File: config.mk
export PLATFORM = sky130hd
export DESIGN_NAME = binary_to_decimal_ascii
export DESIGN_NICKNAME = d
export VERILOG_FILES = /design/src/rtl/bda_pkg.sv /design/src/rtl/binary_to_decimal_ascii.sv /design/src/rtl/bda_shift_add3.sv
export SDC_FILE = /design/constraint.sdc
export NUM_CORES = 1
export LEC_CHECK = 0
export ABC_CLOCK_PERIOD_IN_PS = 3100
export BUFFER_PORTS_ARGS = -buffer_cell sky130_fd_sc_hd__buf_2
export CAP_MARGIN = 20
export CORE_MARGIN = 10
export CORE_UTILIZATION = 40
export DETAILED_ROUTE_END_ITERATION = 12
export GPL_TIMING_DRIVEN = 1
export PLACE_DENSITY_LB_ADDON = 0.25
export SLEW_MARGIN = 20
export SYNTH_ARGS = -nofsm -noshare
export SYNTH_HDL_FRONTEND = slang
export SYNTH_SLANG_ARGS = --single-unit
File: constraint.sdc
create_clock -name clk -period 3.1 [get_ports clk]
set_input_delay 0.31 -clock clk [delete_from_list [all_inputs] [get_ports clk]]
set_output_delay 0.31 -clock clk [all_outputs]
set_load 0.05 [all_outputs]
File: src/rtl/bda_pkg.sv
// shared types and constants for the binary to decimal ascii converter
package bda_pkg;

    localparam int BIN_WIDTH  = 32;
    localparam int DIGITS     = 10;
    localparam int STEP_W     = $clog2(BIN_WIDTH);
    localparam int DIG_IDX_W  = $clog2(DIGITS);
    localparam int CHAR_WIDTH = 6;

    localparam logic [CHAR_WIDTH-1:0] ASCII_ZERO = 6'd48;

    typedef logic [3:0]              digit_t;
    typedef logic [DIGITS-1:0][3:0]  bcd_t;
    typedef logic [BIN_WIDTH-1:0]    bin_t;
    typedef logic [STEP_W-1:0]       step_t;
    typedef logic [DIG_IDX_W-1:0]    dig_idx_t;
    typedef logic [CHAR_WIDTH-1:0]   char_t;

endpackage

File: src/rtl/binary_to_decimal_ascii.sv
// top level: sequencer around the shared shift-add-3 unit and the digit emitter
//
//  channel   | handshake              | fields
//  ----------+------------------------+------------------
//  request   | start, busy            | value
//  result    | strobe (no back-pressure) | digit_char, last
//
// a request is taken when start is high and busy is low:
// one shift-add-3 step per value bit through the one shared unit, then sizing of the number,
// then one character per cycle, most significant first, one to ten characters in all
// results appear in the cycle after their emit cycle, so the last strobe may overlap idle
// reset clears the sequencer and the strobe; the receiver cannot stall the block
module binary_to_decimal_ascii (
    input  logic                  clk,
    input  logic                  rst_n,
    input  logic                  start,
    input  bda_pkg::bin_t         value,
    output logic                  busy,
    output logic                  strobe,
    output bda_pkg::char_t        digit_char,
    output logic                  last
);

    typedef enum logic [1:0] {
        S_IDLE,
        S_CONVERT,
        S_SIZE,
        S_EMIT
    } state_t;

    state_t            state_reg,  state_next;
    bda_pkg::bin_t     bin_reg,    bin_next;
    bda_pkg::bcd_t     bcd_reg,    bcd_next;
    bda_pkg::step_t    step_reg,   step_next;
    bda_pkg::dig_idx_t idx_reg,    idx_next;
    logic              strobe_reg, strobe_next;
    bda_pkg::char_t    char_reg,   char_next;
    logic              last_reg,   last_next;

    bda_pkg::bcd_t     bcd_step;
    bda_pkg::dig_idx_t top_idx;

    bda_shift_add3 u_step (
        .bcd_in  (bcd_reg),
        .bit_in  (bin_reg[bda_pkg::BIN_WIDTH-1]),
        .bcd_out (bcd_step)
    );

    // highest non-zero digit, zero gives a single digit
    always_comb
    begin
        top_idx = '0;
        for (int i = 0; i < bda_pkg::DIGITS; i++)
        begin
            if (bcd_reg[i] != 4'd0)
            begin
                top_idx = bda_pkg::dig_idx_t'(i);
            end
        end
    end

    always_comb
    begin
        state_next  = state_reg;
        bin_next    = bin_reg;
        bcd_next    = bcd_reg;
        step_next   = step_reg;
        idx_next    = idx_reg;
        strobe_next = 1'b0;
        char_next   = char_reg;
        last_next   = last_reg;
        case (state_reg)
            S_IDLE:
            begin
                if (start)
                begin
                    bin_next   = value;
                    bcd_next   = '0;
                    step_next  = '0;
                    state_next = S_CONVERT;
                end
            end
            S_CONVERT:
            begin
                bcd_next  = bcd_step;
                bin_next  = bin_reg << 1;
                step_next = step_reg + 1'b1;
                if (step_reg == bda_pkg::step_t'(bda_pkg::BIN_WIDTH - 1))
                begin
                    state_next = S_SIZE;
                end
            end
            S_SIZE:
            begin
                idx_next   = top_idx;
                state_next = S_EMIT;
            end
            S_EMIT:
            begin
                strobe_next = 1'b1;
                char_next   = bda_pkg::ASCII_ZERO + {2'b00, bcd_reg[idx_reg]};
                last_next   = (idx_reg == '0);
                idx_next    = idx_reg - 1'b1;
                if (idx_reg == '0)
                begin
                    state_next = S_IDLE;
                end
            end
            default:
            begin
                state_next = S_IDLE;
            end
        endcase
    end

    always_ff @(posedge clk or negedge rst_n)
    begin
        if (!rst_n)
        begin
            state_reg  <= S_IDLE;
            strobe_reg <= 1'b0;
            bin_reg    <= '0;
            bcd_reg    <= '0;
            step_reg   <= '0;
            idx_reg    <= '0;
            char_reg   <= bda_pkg::ASCII_ZERO;
            last_reg   <= 1'b0;
        end
        else
        begin
            state_reg  <= state_next;
            strobe_reg <= strobe_next;
            bin_reg    <= bin_next;
            bcd_reg    <= bcd_next;
            step_reg   <= step_next;
            idx_reg    <= idx_next;
            char_reg   <= char_next;
            last_reg   <= last_next;
        end
    end

    assign busy       = (state_reg != S_IDLE);
    assign strobe     = strobe_reg;
    assign digit_char = char_reg;
    assign last       = last_reg;

`ifndef SYNTHESIS
    a_char_is_digit: assert property (@(posedge clk) disable iff (!rst_n)
        strobe |-> (digit_char >= bda_pkg::ASCII_ZERO) &&
                   (digit_char <= bda_pkg::ASCII_ZERO + 6'd9))
        else $error("result character is not a decimal digit");

    a_start_takes: assert property (@(posedge clk) disable iff (!rst_n)
        (start && !busy) |=> busy)
        else $error("accepted request did not make the block busy");

    a_last_ends_run: assert property (@(posedge clk) disable iff (!rst_n)
        (strobe && last) |=> !strobe)
        else $error("character emitted after the last one of a run");

    a_no_result_in_convert: assert property (@(posedge clk) disable iff (!rst_n)
        (state_reg == S_CONVERT) |=> !strobe)
        else $error("result emitted during conversion");
`endif

endmodule

File: src/rtl/bda_shift_add3.sv
// one double dabble step: add three to every digit above four, then shift in a bit
module bda_shift_add3 (
    input  bda_pkg::bcd_t bcd_in,
    input  logic          bit_in,
    output bda_pkg::bcd_t bcd_out
);

    bda_pkg::bcd_t adj;

    always_comb
    begin
        for (int i = 0; i < bda_pkg::DIGITS; i++)
        begin
            if (bcd_in[i] >= 4'd5)
            begin
                adj[i] = bcd_in[i] + 4'd3;
            end
            else
            begin
                adj[i] = bcd_in[i];
            end
        end
    end

    assign bcd_out = bda_pkg::bcd_t'({adj, bit_in});

endmodule
==> results_dict.tcl, run 1 <==
set metrics [dict create \
    worst-slew-pin-transition_ns 0.780 \
    place.port_buffers 41 \
    drt-vias-per-instance 5.77 \
    postCtsSetupRepairBufs 0 \
    hold_bufs_at_cts 0 \
    clkTransAtPathRegs_ns 0.06 \
    drive_gt1_share_pct 13.9 \
    power_per_cell_area_nw_per_um2 875 \
    result_of_the_run "complete, but fails checks" \
    setup_viol_count_final 0 \
    core_area_um2 12700 \
    largest_register_ff_count 40 \
    number_of_synthesized_flops_with_an_enable_pin 0 \
    peakVddDrop_mv 0.547 \
    drt.antenna.violating_nets 0 \
    leakagePower_uw 0.00241 \
    minimum_clock_period_ns 2.21 \
    cts_num_sinks 89 \
    violations "hold timing" \
    commonest_cells_in_the_synthesized_netlist "sky130_fd_sc_hd__dfrtp_1, sky130_fd_sc_hd__o22ai_1, sky130_fd_sc_hd__a21oi_1" \
    p_switching_uw 2140 \
    cts_max_level 3 \
    place_congestion 0.867 \
    p_sw_share_pct 42.7 \
    wl_um 12300 \
    starting_density_pct 40.9 \
    floorplan.die.width_um 134 \
    ys.flop_type "sky130_fd_sc_hd__dfrtp_1" \
    headroom_to_the_max_slew_limit_pct 48.0 \
    cts_tree "yes" \
    worstPathRequired_ns 3.33 \
    ys_seq_elements 89 \
    final-max-slew-violation-count 0 \
    max_capacitance_violation_total 0 \
    drc 0 \
    post_cts_resized 0 \
    route.detailed.wl_per_inst_um 17.2 \
    setup.worst_path.class "reg -> reg" \
    synth.most_common_cell "sky130_fd_sc_hd__dfrtp_1" \
    site_row_count 41 \
    share_comb_of_total_power_pct 43.8 \
    cellInternalPower_uw 2870 \
    number_of_antenna_violations_at_the_first_check_in_global_routing 0 \
    detailed_place_hpwl_um 8360 \
    placed_cells 703 \
    hold_violations 38 \
    dr_total_vias 4142 \
    fin_worst_hold_slack_ns -0.0225 \
    seq_power_share_pct 35.0 \
    largest_area_contributor_in_the_netlist "sky130_fd_sc_hd__dfrtp_1" \
    grt_max_degree 48 \
    cts_buffer_depth 2 \
    critical_path.max_fanout 34 \
    min_period_over_period_pct 71.4 \
    fin_cells 718 \
    seq_area_frac_synth_pct 42.9 \
    grt_pass1_wl_um 21000 \
    critical_path.endpoint_type "register" \
    cts_inserted_buffers 9 \
    grtUsageTotal_pct 14.1 \
    io_pins 44 \
    clock_insertion_delay_worst_skew_ns 0.34 \
    number_of_global_route_vias_before_repair 4152 \
    area_growth_pct 10.4 \
    fin_setup_tns_ns 0 \
    number_of_diodes 0 \
    nNetsFinal 604 \
    synth_top_area_cells "sky130_fd_sc_hd__dfrtp_1, sky130_fd_sc_hd__o22ai_1, sky130_fd_sc_hd__ha_1" \
    yosysWarnings 0 \
    post_synthesis_async_set_or_reset_flop_share_pct 100 \
    remaining_global_route_overflow 0 \
    dieArea_um2 17900 \
    critical_path.startpoint_type "register" \
    grt_setup_unrepaired "false" \
    postSynthCellCount 517 \
    max_clock_freq_mhz 452 \
    timing.critical_path.arrival_ns 2.44 \
    synth_cell_type_count 53 \
    ctsRootBufferMaster "sky130_fd_sc_hd__clkbuf_16" \
    synth_largest_type_area_fraction_pct 42.9 \
    final.setup_skew_ns 0.00252 \
    hp-class "in -> async" \
    clock_power_share_pct 21.2 \
    detail_route.iter0.violations 253 \
    syn-cell-area_um2 5190 \
    die_height_um 134 \
    firstDrtPassIters 4 \
    avgSynthCellArea_um2 10.0 \
]
-- per-layer routing --
layer  wire [µm]  track usage [%]  part of all wire, %  vias up
met3         717             4.33                  5.8       12
li1            -                -                    -     1997
met2        5650             22.3                   46       85
met1        5790             18.2                   47     2048
met4         157             4.23                  1.3        0
met5           0                0                    0        -
-- layout by cell type, fill, tap and decap left out, drive strengths merged, types with 13 or more instances in the layout --
cell	n
buf	51
inv	28
a21oi	55
dfrtp	89
ha	27
o21ai	34
o22ai	64
mux2i	22
nor2	13
nor3b	13
nand2b	13
nand2	16
-- final timing paths --
kind	from	cells past startpoint	slack, ns	end
setup / recovery	state_reg[0]	8	0.89	bcd_reg[35]
hold / removal	rst_n	1	-0.02	bcd_reg[20]
setup reg to reg	state_reg[0]	8	0.89	bcd_reg[35]
hold reg to reg	last	2	0.51	last
max in group asynchronous	rst_n	2	2.37	bcd_reg[34]
min in group clk	value[11]	3	0.26	bin_reg[11]
-- stage by stage --
step	util, %	instance area, µm²	hold WS (ns)	power [µW]	setup WS [ns]
CTS	45.2	5730	0.000149	5060	0.877
floorplan	-	5190	0.0144	3530	1.34
detailed placement	43.0	5450	0.369	3980	0.903
global placement	43.0	5450	0.361	3920	0.962
finish	45.2	5730	-0.0225	5020	0.887
global route	45.2	5730	0.0280	5390	0.701
-- cell type report --
type | instances | area (µm²)
fill | 1227 | 6940
multi-input combinational | 363 | 2620
sequential | 89 | 2230
timing repair buffer | 51 | 283
clock buffer | 11 | 233
tap | 172 | 215
inverter | 28 | 105
clock inverter | 4 | 45.0
-- critical path, stage by stage, from the launching register on --
cell	delay, ns
sky130_fd_sc_hd__dfrtp_1	0.40
sky130_fd_sc_hd__inv_1	0.11
sky130_fd_sc_hd__ha_1	0.18
sky130_fd_sc_hd__buf_4	0.28
sky130_fd_sc_hd__nand2b_4	0.26
sky130_fd_sc_hd__nand2_2	0.15
sky130_fd_sc_hd__buf_4	0.37
sky130_fd_sc_hd__o31ai_1	0.11
sky130_fd_sc_hd__a32o_1	0.22
-- power by group through the flow --
stage | Combinational, µW | Sequential (µW) | Clock, µW
floorplan | 1770 | 1760 | 0
global placement | 2160 | 1760 | 0
detailed placement | 2210 | 1770 | 0
CTS | 2210 | 1760 | 1100
global route | 2440 | 1810 | 1130
finish | 2200 | 1760 | 1060
-- logic make-up (layout without fill, tap and decap cells) --
group	count (synthesis)	after routing	share of synthesized area [%]
AOI/OAI and AO/OA	206	206	25.5
xor gates and xnor gates	15	15	2.53
adders and majority gates	27	27	6.51
buffers and inverters	66	94	6.66
DFF	89	89	42.9
muxes	28	28	5.98
other	1	2	0.0723
and+or+nand+nor	85	85	9.86
No activity file was read; power rests on OpenSTA's default activity.
==> inputs of run 2 (changes only) <==
Settings changed: ABC_CLOCK_PERIOD_IN_PS 3100 to 2000.
Clock period 3.1 ns to 2 ns, I/O delays scaled along.
==> results_dict.tcl, run 2 (synthesis results as in run 1) <==
set metrics [dict create \
    fin_worst_hold_slack_ns 0.144 \
    io_pins 44 \
    firstDrtPassIters 4 \
    setup.worst_path.class "reg -> reg" \
    drc 0 \
    core_area_um2 12700 \
    min_period_over_period_pct 92.8 \
    final-max-slew-violation-count 0 \
    worst-path-buf-inv 2 \
    cts_inserted_buffers 9 \
    timing.critical_path.slowest_stage_cell "sky130_fd_sc_hd__dfrtp_1" \
    die_height_um 134 \
    number_of_diodes 0 \
    headroom_to_the_max_slew_limit_pct 61.6 \
    detailed_place.area_um2 5590 \
    nNetsFinal 616 \
    peakVddDrop_mv 0.701 \
    cts_tree "yes" \
    place.port_buffers 41 \
    critical_path.startpoint_type "register" \
    setup_viol_count_final 0 \
    number_of_global_route_vias_before_repair 4214 \
    hold_violations 0 \
    crit_path_cell_trace "inv_1, ha_2, buf_6, nand2_2, o32ai_1, nor2_1" \
    clkTransAtPathRegs_ns 0.07 \
    cts_num_sinks 89 \
    remaining_global_route_overflow 0 \
    largest_register_ff_count 40 \
    final.setup_skew_ns 0.00671 \
    finalPower_uw 8110 \
    place_congestion 0.769 \
    drt-vias-per-instance 5.69 \
    clock_insertion_delay_worst_skew_ns 0.34 \
    grtUsageTotal_pct 13.9 \
    ctsRootBufferMaster "sky130_fd_sc_hd__clkbuf_16" \
    highest_count_cells_in_the_layout_ignoring_fill_and_taps "sky130_fd_sc_hd__dfrtp_1, sky130_fd_sc_hd__o22ai_1, sky130_fd_sc_hd__a21oi_1" \
    power_per_cell_area_nw_per_um2 1370 \
    leakagePower_uw 0.00249 \
    cpPeakStageDelay_ns 0.41 \
    layout.core_utilization_pct 46.6 \
    dieArea_um2 17900 \
    max_capacitance_violation_total 0 \
    minimum_clock_period_ns 1.86 \
    result_of_the_run "finished, final reports clean" \
    worstPathRequired_ns 2.23 \
    detail_route.iter0.violations 257 \
    final_area_um2 5910 \
    critical_path.endpoint_type "register" \
    area_growth_pct 13.9 \
    drive_gt1_share_pct 16.1 \
    grt_pass1_wl_um 20800 \
    path_delay_family "flip-flops" \
    starting_density_pct 40.9 \
    grt_max_degree 50 \
    fin_cells 731 \
    drt.antenna.violating_nets 0 \
    site_row_count 41 \
    worst-slew-pin-transition_ns 0.568 \
    hp-class "in -> reg" \
    placed_cells 714 \
    timing.critical_path.arrival_ns 2.09 \
    layout_commonest_cell "sky130_fd_sc_hd__dfrtp_1" \
    number_of_antenna_violations_at_the_first_check_in_global_routing 0 \
    route.detailed.wl_per_inst_um 16.9 \
    dr_total_vias 4158 \
    postCtsSetupRepairBufs 0 \
    wl_um 12400 \
    cts_max_level 3 \
    detailed_place_hpwl_um 8470 \
    max_clock_freq_mhz 539 \
    cts_buffer_depth 2 \
    floorplan.die.width_um 134 \
    critical_path.max_fanout 28 \
]
[run 2: cell types whose count changed in the layout (fill, tap and decap cells not counted), sizes merged]
cell / before / now
buf: 51 / 62
clkbuf: 11 / 12
clkinv: 3 / 2
clkinvlp: 0 / 1
dlygate4sd3: 0 / 1
[run 2: cell type report]
type                       count  area [µm²]
fill                        1208        6760
multi-input combinational    363        2630
sequential                    89        2230
timing repair buffer          63         429
clock buffer                  12         256
tap                          172         215
inverter                      28         105
clock inverter                 4        51.3
[run 2: report_power, final]
| part | switching [µW] | total, µW | internal (µW) |
|---|---|---|---|
| clock network | 718 | 1760 | 1040 |
| registers | 393 | 2660 | 2260 |
| logic | 2280 | 3700 | 1430 |
| total | 3390 | 8110 | 4730 |
[run 2: timing repair]
| action | CTS | global route |
|---|---|---|
| resized for setup | 0 | 2 |
| hold buffers | 1 | 0 |
| endpoints found under the hold margin | 20 | 0 |
| endpoints found under the setup margin | 0 | 19 |
[run 2: worst min-delay path: stages]
cell,delay [ns]
sky130_fd_sc_hd__buf_2,0.08
sky130_fd_sc_hd__o22ai_1,0.05
sky130_fd_sc_hd__a21oi_1,0.13
[run 2: per-layer routing]
layer | track usage, % | wire length [µm] | up-vias
met4 | 4.41 | 136 | 0
met2 | 22.2 | 5790 | 92
met1 | 17.8 | 5770 | 2042
li1 | - | - | 2013
met5 | 0 | 0 | -
met3 | 3.96 | 663 | 11
[run 2: worst paths after layout]
path / to / start / slack (ns) / depth (start not counted)
worst max-delay path: bin_reg[17] / state_reg[0] / 0.14 / 6
worst min-delay path: bin_reg[18] / value[18] / 0.14 / 3
worst max register to register: bin_reg[17] / state_reg[0] / 0.14 / 6
worst min register to register: digit_char[2] / digit_char[2] / 0.48 / 1
max in group asynchronous: idx_reg[1] / rst_n / 1.06 / 3
min in group asynchronous: bcd_reg[24] / rst_n / 0.30 / 2
[run 2: per-stage QoR]
stage | TNS [ns] | setup slack [ns]
2_1_floorplan | 0 | 0.240
3_3_place_gp | 0 | 0.116
3_5_place_dp | 0 | 0.0361
4_1_cts | 0 | 0.0312
5_1_grt | -0.0189 | -0.0189
6_report | 0 | 0.143
